$ cat src/sll_pkg.sv
// Shared types, constants and helpers for the static linked list engine.
// Used by the RAM-backed datapath, the controller, the top level and the checker.
// Depends on nothing.
`timescale 1ns / 1ps
`default_nettype none

package sll_pkg;

  localparam int SLOTS = 64;
  localparam int SLOT_W = $clog2(SLOTS);
  localparam int POS_W = 6;
  localparam int LEN_W = 6;
  localparam int VAL_W = 32;

  localparam logic [SLOT_W-1:0] FREE_HEAD = '0;
  localparam logic [SLOT_W-1:0] HEAD_SLOT = SLOT_W'(SLOTS - 1);
  localparam logic [SLOT_W:0] SLOT_LIMIT = (SLOT_W + 1)'(SLOTS);
  localparam logic [LEN_W-1:0] COUNT_MAX = LEN_W'(SLOTS - 2);

  typedef enum logic {
    FN_INSERT   = 1'b0,
    FN_TRAVERSE = 1'b1
  } func_t;

  typedef enum logic [1:0] {
    ST_OK    = 2'd0,
    ST_RANGE = 2'd1,
    ST_FULL  = 2'd2,
    ST_EMPTY = 2'd3
  } status_t;

  typedef struct packed {
    logic                    func;
    logic [POS_W-1:0]        position;
    logic signed [VAL_W-1:0] value;
  } in_beat_t;

  typedef struct packed {
    logic [1:0]              status;
    logic signed [VAL_W-1:0] element;
    logic                    last;
    logic [LEN_W-1:0]        length;
  } out_beat_t;

  typedef enum logic [3:0] {
    S_IDLE,
    S_DISPATCH,
    S_INS_FRESH,
    S_INS_UNLINK,
    S_INS_WALK,
    S_INS_SPLICE,
    S_TRV_FIRST,
    S_TRV_EMIT,
    S_RESP
  } state_t;

  typedef enum logic [1:0] {
    RA_FREE_HEAD,
    RA_LIST_HEAD,
    RA_RDATA
  } ra_sel_t;

  typedef enum logic [1:0] {
    WA_FREE_HEAD,
    WA_FRESH,
    WA_K
  } wa_sel_t;

  typedef enum logic {
    WD_RDATA,
    WD_FRESH
  } wd_sel_t;

  typedef struct packed {
    logic    capture;
    logic    link_re;
    ra_sel_t link_ra;
    logic    link_we;
    wa_sel_t link_wa;
    wd_sel_t link_wd;
    logic    data_re;
    logic    data_we;
    logic    fresh_ld;
    logic    walk_init;
    logic    walk_step;
    logic    count_inc;
    logic    trav_init;
    logic    trav_step;
    logic    resp_ld;
    status_t resp_code;
    logic    out_load;
    logic    out_elem;
  } cmd_t;

  typedef struct packed {
    logic is_traverse;
    logic pos_bad;
    logic count_zero;
    logic full;
    logic walk_go;
    logic link_bad;
    logic trav_last;
    logic out_free;
  } stat_t;

  function automatic logic [SLOT_W-1:0] reset_link(input logic [SLOT_W-1:0] slot);
    logic [SLOT_W-1:0] nxt;
    nxt = (slot == HEAD_SLOT) ? '0 : slot + 1'b1;
    return nxt;
  endfunction

endpackage

`default_nettype wire

$ cat src/static_linked_list_engine.sv
// Top level of the static linked list engine: controller plus datapath.
// Depends on sll_pkg, sll_ctrl and sll_datapath.
//
//   Channel  Direction  Handshake        Beat
//   in_      input      valid / stall    sll_pkg::in_beat_t (func, position, value)
//   out_     output     valid / stall    sll_pkg::out_beat_t (status, element, last, length)
//
// An insert unlinks a fresh slot from the free list, walks the link RAM read port
// to the predecessor and splices the slot in. A traverse reads the list head and
// then gives one result per cycle while out_stall is low, one link and one data
// read per result. Reset clears the link valid bits at once; there is no sweep.
// A new beat is taken once the previous item is finished, even while its last
// result still waits in the output register under out_stall.
`timescale 1ns / 1ps
`default_nettype none

module static_linked_list_engine (
  input  wire logic              clk,
  input  wire logic              rst_n,
  input  wire logic              in_valid,
  output logic                   in_stall,
  input  wire sll_pkg::in_beat_t in_data,
  output logic                   out_valid,
  input  wire logic              out_stall,
  output sll_pkg::out_beat_t     out_data
);
  import sll_pkg::*;

  cmd_t  cmd;
  stat_t stat;

  sll_ctrl u_ctrl (
    .clk      (clk),
    .rst_n    (rst_n),
    .in_valid (in_valid),
    .in_stall (in_stall),
    .stat     (stat),
    .cmd      (cmd)
  );

  sll_datapath u_datapath (
    .clk       (clk),
    .rst_n     (rst_n),
    .in_data   (in_data),
    .cmd       (cmd),
    .stat      (stat),
    .out_valid (out_valid),
    .out_data  (out_data),
    .out_stall (out_stall)
  );

endmodule

`default_nettype wire

$ cat src/sll_ram.sv
// Generic single-write, single-read RAM with a registered read port.
// Depends on nothing.
`timescale 1ns / 1ps
`default_nettype none

module sll_ram #(
  parameter int WIDTH = 32,
  parameter int DEPTH = 64
) (
  input  wire logic                       clk,
  input  wire logic                       we,
  input  wire logic [$clog2(DEPTH)-1:0]   waddr,
  input  wire logic [WIDTH-1:0]           wdata,
  input  wire logic                       re,
  input  wire logic [$clog2(DEPTH)-1:0]   raddr,
  output logic      [WIDTH-1:0]           rdata
);

  logic [WIDTH-1:0] mem [DEPTH];

  always_ff @(posedge clk) begin
    if (we) begin
      mem[waddr] <= wdata;
    end
    if (re) begin
      rdata <= mem[raddr];
    end
  end

endmodule

`default_nettype wire

$ cat src/sll_datapath.sv
// Datapath of the linked list engine: link and data RAMs, walk registers,
// element count and the output register. Depends on sll_pkg and sll_ram.
`timescale 1ns / 1ps
`default_nettype none

module sll_datapath (
  input  wire logic              clk,
  input  wire logic              rst_n,
  input  wire sll_pkg::in_beat_t in_data,
  input  wire sll_pkg::cmd_t     cmd,
  output sll_pkg::stat_t         stat,
  output logic                   out_valid,
  output sll_pkg::out_beat_t     out_data,
  input  wire logic              out_stall
);
  import sll_pkg::*;

  logic                    func_r;
  logic [POS_W-1:0]        pos_r;
  logic signed [VAL_W-1:0] val_r;
  logic [LEN_W-1:0]        count_r;
  logic [SLOT_W-1:0]       fresh_r;
  logic [SLOT_W-1:0]       k_r;
  logic [POS_W-1:0]        l_r;
  logic [LEN_W-1:0]        n_r;
  status_t                 resp_r;
  logic                    out_valid_r;
  out_beat_t               out_data_r;
  logic [SLOTS-1:0]        link_vld_r;
  logic                    rvld_r;
  logic [SLOT_W-1:0]       raddr_r;

  logic [SLOT_W-1:0] link_raddr;
  logic [SLOT_W-1:0] link_waddr;
  logic [SLOT_W-1:0] link_wdata;
  logic [SLOT_W-1:0] link_q;
  logic [SLOT_W-1:0] link_rdata;
  logic [VAL_W-1:0]  data_q;

  sll_ram #(.WIDTH(SLOT_W), .DEPTH(SLOTS)) u_link_ram (
    .clk   (clk),
    .we    (cmd.link_we),
    .waddr (link_waddr),
    .wdata (link_wdata),
    .re    (cmd.link_re),
    .raddr (link_raddr),
    .rdata (link_q)
  );

  sll_ram #(.WIDTH(VAL_W), .DEPTH(SLOTS)) u_data_ram (
    .clk   (clk),
    .we    (cmd.data_we),
    .waddr (link_rdata),
    .wdata (val_r),
    .re    (cmd.data_re),
    .raddr (link_rdata),
    .rdata (data_q)
  );

  // A link entry that was never written reads as its reset chain value.
  assign link_rdata = rvld_r ? link_q : reset_link(raddr_r);

  always_comb begin
    unique case (cmd.link_ra)
      RA_FREE_HEAD: link_raddr = FREE_HEAD;
      RA_LIST_HEAD: link_raddr = HEAD_SLOT;
      RA_RDATA:     link_raddr = link_rdata;
      default:      link_raddr = FREE_HEAD;
    endcase
  end

  always_comb begin
    unique case (cmd.link_wa)
      WA_FREE_HEAD: link_waddr = FREE_HEAD;
      WA_FRESH:     link_waddr = fresh_r;
      WA_K:         link_waddr = k_r;
      default:      link_waddr = FREE_HEAD;
    endcase
  end

  assign link_wdata = (cmd.link_wd == WD_FRESH) ? fresh_r : link_rdata;

  always_ff @(posedge clk) begin
    if (!rst_n) begin
      link_vld_r <= '0;
    end else if (cmd.link_we) begin
      link_vld_r[link_waddr] <= 1'b1;
    end
  end

  always_ff @(posedge clk) begin
    if (cmd.link_re) begin
      rvld_r  <= link_vld_r[link_raddr];
      raddr_r <= link_raddr;
    end
  end

  always_ff @(posedge clk) begin
    if (cmd.capture) begin
      func_r <= in_data.func;
      pos_r  <= in_data.position;
      val_r  <= in_data.value;
    end
    if (cmd.fresh_ld) begin
      fresh_r <= link_rdata;
    end
    if (cmd.walk_init) begin
      k_r <= HEAD_SLOT;
      l_r <= POS_W'(1);
    end else if (cmd.walk_step) begin
      k_r <= link_rdata;
      l_r <= l_r + 1'b1;
    end
    if (cmd.trav_init) begin
      n_r <= '0;
    end else if (cmd.trav_step) begin
      n_r <= n_r + 1'b1;
    end
    if (cmd.resp_ld) begin
      resp_r <= cmd.resp_code;
    end
  end

  always_ff @(posedge clk) begin
    if (!rst_n) begin
      count_r <= '0;
    end else if (cmd.count_inc) begin
      count_r <= count_r + 1'b1;
    end
  end

  always_ff @(posedge clk) begin
    if (!rst_n) begin
      out_valid_r <= 1'b0;
    end else if (cmd.out_load) begin
      out_valid_r <= 1'b1;
    end else if (!out_stall) begin
      out_valid_r <= 1'b0;
    end
  end

  always_ff @(posedge clk) begin
    if (cmd.out_load) begin
      out_data_r.status  <= cmd.out_elem ? ST_OK : resp_r;
      out_data_r.element <= cmd.out_elem ? data_q : '0;
      out_data_r.last    <= cmd.out_elem ? stat.trav_last : 1'b1;
      out_data_r.length  <= count_r;
    end
  end

  always_comb begin
    stat.is_traverse = (func_r == FN_TRAVERSE);
    stat.pos_bad     = (pos_r == '0) ||
                       ((POS_W + 1)'(pos_r) > ((LEN_W + 1)'(count_r) + 1'b1));
    stat.count_zero  = (count_r == '0);
    stat.link_bad    = (link_rdata == '0) || ({1'b0, link_rdata} >= SLOT_LIMIT);
    stat.full        = (count_r >= COUNT_MAX) || (link_rdata == '0) ||
                       (link_rdata >= HEAD_SLOT);
    stat.walk_go     = (l_r < pos_r) && !stat.link_bad;
    stat.trav_last   = (((LEN_W + 1)'(n_r) + 1'b1) == (LEN_W + 1)'(count_r)) ||
                       stat.link_bad;
    stat.out_free    = !out_valid_r || !out_stall;
  end

  assign out_valid = out_valid_r;
  assign out_data  = out_data_r;

endmodule

`default_nettype wire

$ cat src/sll_ctrl.sv
// Controller state machine of the linked list engine: sequences the insert
// walk and the traversal. Depends on sll_pkg.
`timescale 1ns / 1ps
`default_nettype none

module sll_ctrl (
  input  wire logic           clk,
  input  wire logic           rst_n,
  input  wire logic           in_valid,
  output logic                in_stall,
  input  wire sll_pkg::stat_t stat,
  output sll_pkg::cmd_t       cmd
);
  import sll_pkg::*;

  state_t state_r;
  state_t state_nxt;

  always_ff @(posedge clk) begin
    if (!rst_n) begin
      state_r <= S_IDLE;
    end else begin
      state_r <= state_nxt;
    end
  end

  always_comb begin
    state_nxt = state_r;
    unique case (state_r)
      S_IDLE: begin
        if (in_valid) begin
          state_nxt = S_DISPATCH;
        end
      end
      S_DISPATCH: begin
        if (stat.is_traverse) begin
          state_nxt = stat.count_zero ? S_RESP : S_TRV_FIRST;
        end else begin
          state_nxt = stat.pos_bad ? S_RESP : S_INS_FRESH;
        end
      end
      S_INS_FRESH:  state_nxt = stat.full ? S_RESP : S_INS_UNLINK;
      S_INS_UNLINK: state_nxt = S_INS_WALK;
      S_INS_WALK: begin
        if (!stat.walk_go) begin
          state_nxt = S_INS_SPLICE;
        end
      end
      S_INS_SPLICE: state_nxt = S_RESP;
      S_TRV_FIRST:  state_nxt = stat.link_bad ? S_RESP : S_TRV_EMIT;
      S_TRV_EMIT: begin
        if (stat.out_free && stat.trav_last) begin
          state_nxt = S_IDLE;
        end
      end
      S_RESP: begin
        if (stat.out_free) begin
          state_nxt = S_IDLE;
        end
      end
      default: state_nxt = S_IDLE;
    endcase
  end

  always_comb begin
    cmd      = '0;
    in_stall = (state_r != S_IDLE);
    unique case (state_r)
      S_IDLE: begin
        cmd.capture = in_valid;
      end
      S_DISPATCH: begin
        if (stat.is_traverse) begin
          if (stat.count_zero) begin
            cmd.resp_ld   = 1'b1;
            cmd.resp_code = ST_EMPTY;
          end else begin
            cmd.link_re = 1'b1;
            cmd.link_ra = RA_LIST_HEAD;
          end
        end else if (stat.pos_bad) begin
          cmd.resp_ld   = 1'b1;
          cmd.resp_code = ST_RANGE;
        end else begin
          cmd.link_re = 1'b1;
          cmd.link_ra = RA_FREE_HEAD;
        end
      end
      S_INS_FRESH: begin
        if (stat.full) begin
          cmd.resp_ld   = 1'b1;
          cmd.resp_code = ST_FULL;
        end else begin
          cmd.fresh_ld = 1'b1;
          cmd.data_we  = 1'b1;
          cmd.link_re  = 1'b1;
          cmd.link_ra  = RA_RDATA;
        end
      end
      S_INS_UNLINK: begin
        cmd.link_we   = 1'b1;
        cmd.link_wa   = WA_FREE_HEAD;
        cmd.link_wd   = WD_RDATA;
        cmd.link_re   = 1'b1;
        cmd.link_ra   = RA_LIST_HEAD;
        cmd.walk_init = 1'b1;
      end
      S_INS_WALK: begin
        if (stat.walk_go) begin
          cmd.walk_step = 1'b1;
          cmd.link_re   = 1'b1;
          cmd.link_ra   = RA_RDATA;
        end else begin
          cmd.link_we = 1'b1;
          cmd.link_wa = WA_FRESH;
          cmd.link_wd = WD_RDATA;
        end
      end
      S_INS_SPLICE: begin
        cmd.link_we   = 1'b1;
        cmd.link_wa   = WA_K;
        cmd.link_wd   = WD_FRESH;
        cmd.count_inc = 1'b1;
        cmd.resp_ld   = 1'b1;
        cmd.resp_code = ST_OK;
      end
      S_TRV_FIRST: begin
        if (stat.link_bad) begin
          cmd.resp_ld   = 1'b1;
          cmd.resp_code = ST_EMPTY;
        end else begin
          cmd.link_re   = 1'b1;
          cmd.link_ra   = RA_RDATA;
          cmd.data_re   = 1'b1;
          cmd.trav_init = 1'b1;
        end
      end
      S_TRV_EMIT: begin
        if (stat.out_free) begin
          cmd.out_load = 1'b1;
          cmd.out_elem = 1'b1;
          if (!stat.trav_last) begin
            cmd.trav_step = 1'b1;
            cmd.link_re   = 1'b1;
            cmd.link_ra   = RA_RDATA;
            cmd.data_re   = 1'b1;
          end
        end
      end
      S_RESP: begin
        cmd.out_load = stat.out_free;
      end
      default: begin
        cmd = '0;
      end
    endcase
  end

endmodule

`default_nettype wire

$ cat config.mk
export PLATFORM = sky130hd
export DESIGN_NAME = static_linked_list_engine
export DESIGN_NICKNAME = d
export VERILOG_FILES = /design/src/sll_pkg.sv /design/src/static_linked_list_engine.sv /design/src/sll_ram.sv /design/src/sll_datapath.sv /design/src/sll_ctrl.sv
export SDC_FILE = /design/constraint.sdc
export NUM_CORES = 2
export LEC_CHECK = 0
export CAP_MARGIN = 30
export CORE_AREA = 10 10 511 388
export CTS_CLUSTER_DIAMETER = 150
export DETAILED_ROUTE_END_ITERATION = 8
export DIE_AREA = 0 0 521 398
export DONT_BUFFER_PORTS = 1
export PLACE_DENSITY_LB_ADDON = 0.2
export SLEW_MARGIN = 20
export SYNTH_ARGS = -nofsm -noshare
export SYNTH_HDL_FRONTEND = slang
export SYNTH_HIERARCHICAL = 1
export SYNTH_SLANG_ARGS = --single-unit
export TNS_END_PERCENT = 30
$ cat constraint.sdc
create_clock -name clk -period 20.5 [get_ports clk]
set_clock_uncertainty 0.15 [all_clocks]
set_input_delay 4.1 -clock clk [delete_from_list [all_inputs] [get_ports clk]]
set_output_delay 4.1 -clock clk [all_outputs]
set_load 0.05 [all_outputs]
==> run metrics <==
Final setup viols=0; Nets=5082; Layout area overhead=11.2%; Initial Utilization=0.548; Initial DRC Count=7200; yosys warns=6; GR Util All Layers=0.236; Post-synth EDFFs=2565; CTS Buf Count=236; Critical Path Start=out_stall; die footprint=207000 sq um; share of layout cells above drive strength 1=0.240; row count=138; port bufs=0; Clock Path Buffers=3; DRT Pass-1 Iters=6; Die H=398 um; library cells used by synthesis=87; routed length per instance=31.9 um; max-cap viol count=0; GPL Wtd Cong=0.867; max incr delay on CP=0.85 ns; final WL=247 mm; Worst Path Max Fanout=68; Fin. Hold Viols=0; crit start category=input port; CTS tree=built; Mapped Area=103000 sq um; Storage cell area=78900 sq um; Net Count, Synth=4945; RSZ-0062 raised after global routing=false; reg2reg end=u_datapath/u_link_ram/rdata[3]; crit path cell chain=nand2_1 > nand3b_1 > nand3b_1 > ha_1 > inv_1 > nor2_1 > nor2_2 > nor2_4 > buf_4 > mux4_2 > o22a_1 > o221ai_1 > nor3_1 > o22a_1; Vias=50.6k; Worst-Skew Late Latency=0.87 ns; Syn Area/Cell=21.1 sq um; FMAX=0.118 GHz; CP Capture Type=flip-flop; global route overflow=0; main flop type after synthesis=edfxtp_1; fill cell count=13.0k; outcome=finished clean; number of global-route vias before repair=49.1k; FF-to-FF setup slack=12.71 ns; final worst slack=12.01 ns; Setup TNS=0 ns; fin util=0.609; hold buffers post-CTS=0; largest net degree at the start of global routing=119; #FFs+latches synth=2658; CTS clk-pin slew, worst paths=0.06 ns; Async S/R FF share, synth=0; hold crit path type=reg2reg; CORE AREA=188000 sq um; hpwl dp=138 mm; WP data required=21.08 ns; pre-CTS setup slack=11.40 ns; Final ANT Viol Nets=0; H-tree depth=4; Hold Startpoint=u_datapath/link_vld_r[62]; top layer in use=met5; Final min period=8.49 ns; sequential share of the synthesized area=0.767; most frequent cells in the layout=edfxtp_1, mux4_2, clkbuf_16; RR Startpoint=u_datapath/raddr_r[0]; final instance area=114000 sq um; via-per-instance ratio=6.53; first-pass GRT wire length=356 mm; Root Buffer=clkbuf_16; DR WL met2=107 mm; clk sink count=2658; Post-Syn Instances=4881; VDD IR max=0.0870 mV; # DRC=0; initial antenna violation count=15; multi-input logic area=23100 sq um; Slew Limit Headroom=0.313; r2r worst-path depth=21; WS Path Type=in2reg; pwr dens=97.4 nW/um^2; Met3 Wirelength=28.6 mm; Tcrit/Tclk final=0.414; commonest non-fill, non-tap cell in the layout=edfxtp_1; Crit-path slowest cell=buf_4; Slew Limit Fails=0; Data arrival, critical path=9.07 ns; leakage dissipation=35.2 nW; met1 WL=105 mm; Placed Area=107000 sq um; Pwr Total=11.1 mW; Setup Buffers After CTS=0; Die Wd=521 um; IO Count=86; Tightest Pin Transition=1.03 ns; Post-CTS Resized=0; worst setup path end=u_datapath/u_link_ram/rdata[3]
cell families after synthesis:
group | count (synthesis) | synth area share
AND/OR/NAND/NOR | 666 | 0.0326
XOR/XNOR | 29 | 0.00247
adder cells (fa/ha/maj) | 21 | 0.00255
AO/OA/AOI/OAI | 434 | 0.0277
buffers and inverters | 296 | 0.0142
multiplexers | 777 | 0.154
flip-flops | 2658 | 0.767
cell usage after synthesis (all sizes together) (22+ instances only):
| master | n | area share |
|---|---|---|
| mux4 | 637 | 0.14 |
| dfxtp | 93 | 0.018 |
| edfxtp | 2565 | 0.75 |
| o221ai | 40 | 0.0036 |
| nor2 | 251 | 0.0092 |
| nor2b | 108 | 0.0066 |
| nor3 | 29 | 0.0014 |
| inv | 31 | 0.0011 |
| nand2b | 27 | 0.0016 |
| clkbuf | 118 | 0.0043 |
| o22ai | 97 | 0.0059 |
| nand2 | 78 | 0.0029 |
| mux2i | 124 | 0.012 |
| buf | 145 | 0.0087 |
| a21oi | 156 | 0.0077 |
| nand3 | 38 | 0.0020 |
| o21ai | 30 | 0.0016 |
| a22oi | 22 | 0.0017 |
| and2 | 50 | 0.0030 |
critical path: cells and delay by family:
family	cells	cell delay, ns
simple gates	7	2.42
buf+inv	2	1.05
fa+ha+maj	1	0.52
compound gates	3	0.48
mux	1	0.38
worst min-delay path by stage:
stage,end,slack [ns],cells past startpoint
6_report,u_datapath/link_vld_r[62],0.36,2
4_1_cts,u_datapath/link_vld_r[56],0.35,2
3_5_place_dp,u_datapath/link_vld_r[56],0.33,2
3_3_place_gp,u_datapath/link_vld_r[56],0.32,2
5_1_grt,u_datapath/link_vld_r[56],0.37,2
2_1_floorplan,u_datapath/out_data[2],0.26,0
layer usage:
layer	global-route usage	up-vias
li1	-	20600
met1	0.370	26700
met2	0.331	2887
met3	0.0619	383
met4	0.0585	12
met5	0.00481	-
state kept, by name (all words and copies together), names as in the netlist:
signal / cells
u_datapath/fresh_r: 6
u_datapath/resp_r: 2
u_datapath/count_r: 6
u_datapath/u_link_ram/mem: 384
u_datapath/n_r: 6
u_datapath/l_r: 6
u_datapath/func_r: 1
u_datapath/rvld_r: 1
u_datapath/pos_r: 6
u_datapath/val_r: 32
u_ctrl/state_r: 4
u_datapath/u_data_ram/mem: 2048
u_datapath/u_data_ram/rdata: 32
u_datapath/k_r: 6
u_datapath/raddr_r: 6
u_datapath/out_valid: 1
u_datapath/link_vld_r: 64
u_datapath/u_link_ram/rdata: 6
u_datapath/out_data: 41
cell type report:
class / count / share of cell area
well taps: 2520 / 0.0276
clock buffers: 291 / 0.0544
inverters: 33 / 0.00128
diodes: 2 / 0.0000437
multi-input cells: 1927 / 0.202
clock inverters: 148 / 0.0139
flip-flops and latches: 2658 / 0.690
repair buffers: 162 / 0.0115
stage by stage:
stage / hold slack (ns) / std cells
2_1_floorplan: 0.256 / 4881
3_3_place_gp: 0.322 / 7292
3_5_place_dp: 0.332 / 7296
4_1_cts: 0.348 / 7735
5_1_grt: 0.370 / 7740
6_report: 0.356 / 7741
report_power, final:
part / total, mW / switching [mW] / internal, mW
logic: 0.615 / 0.399 / 0.216
clock network: 4.48 / 1.94 / 2.54
registers: 6.04 / 0.0201 / 6.02
No activity file was read; power rests on OpenSTA's default activity.
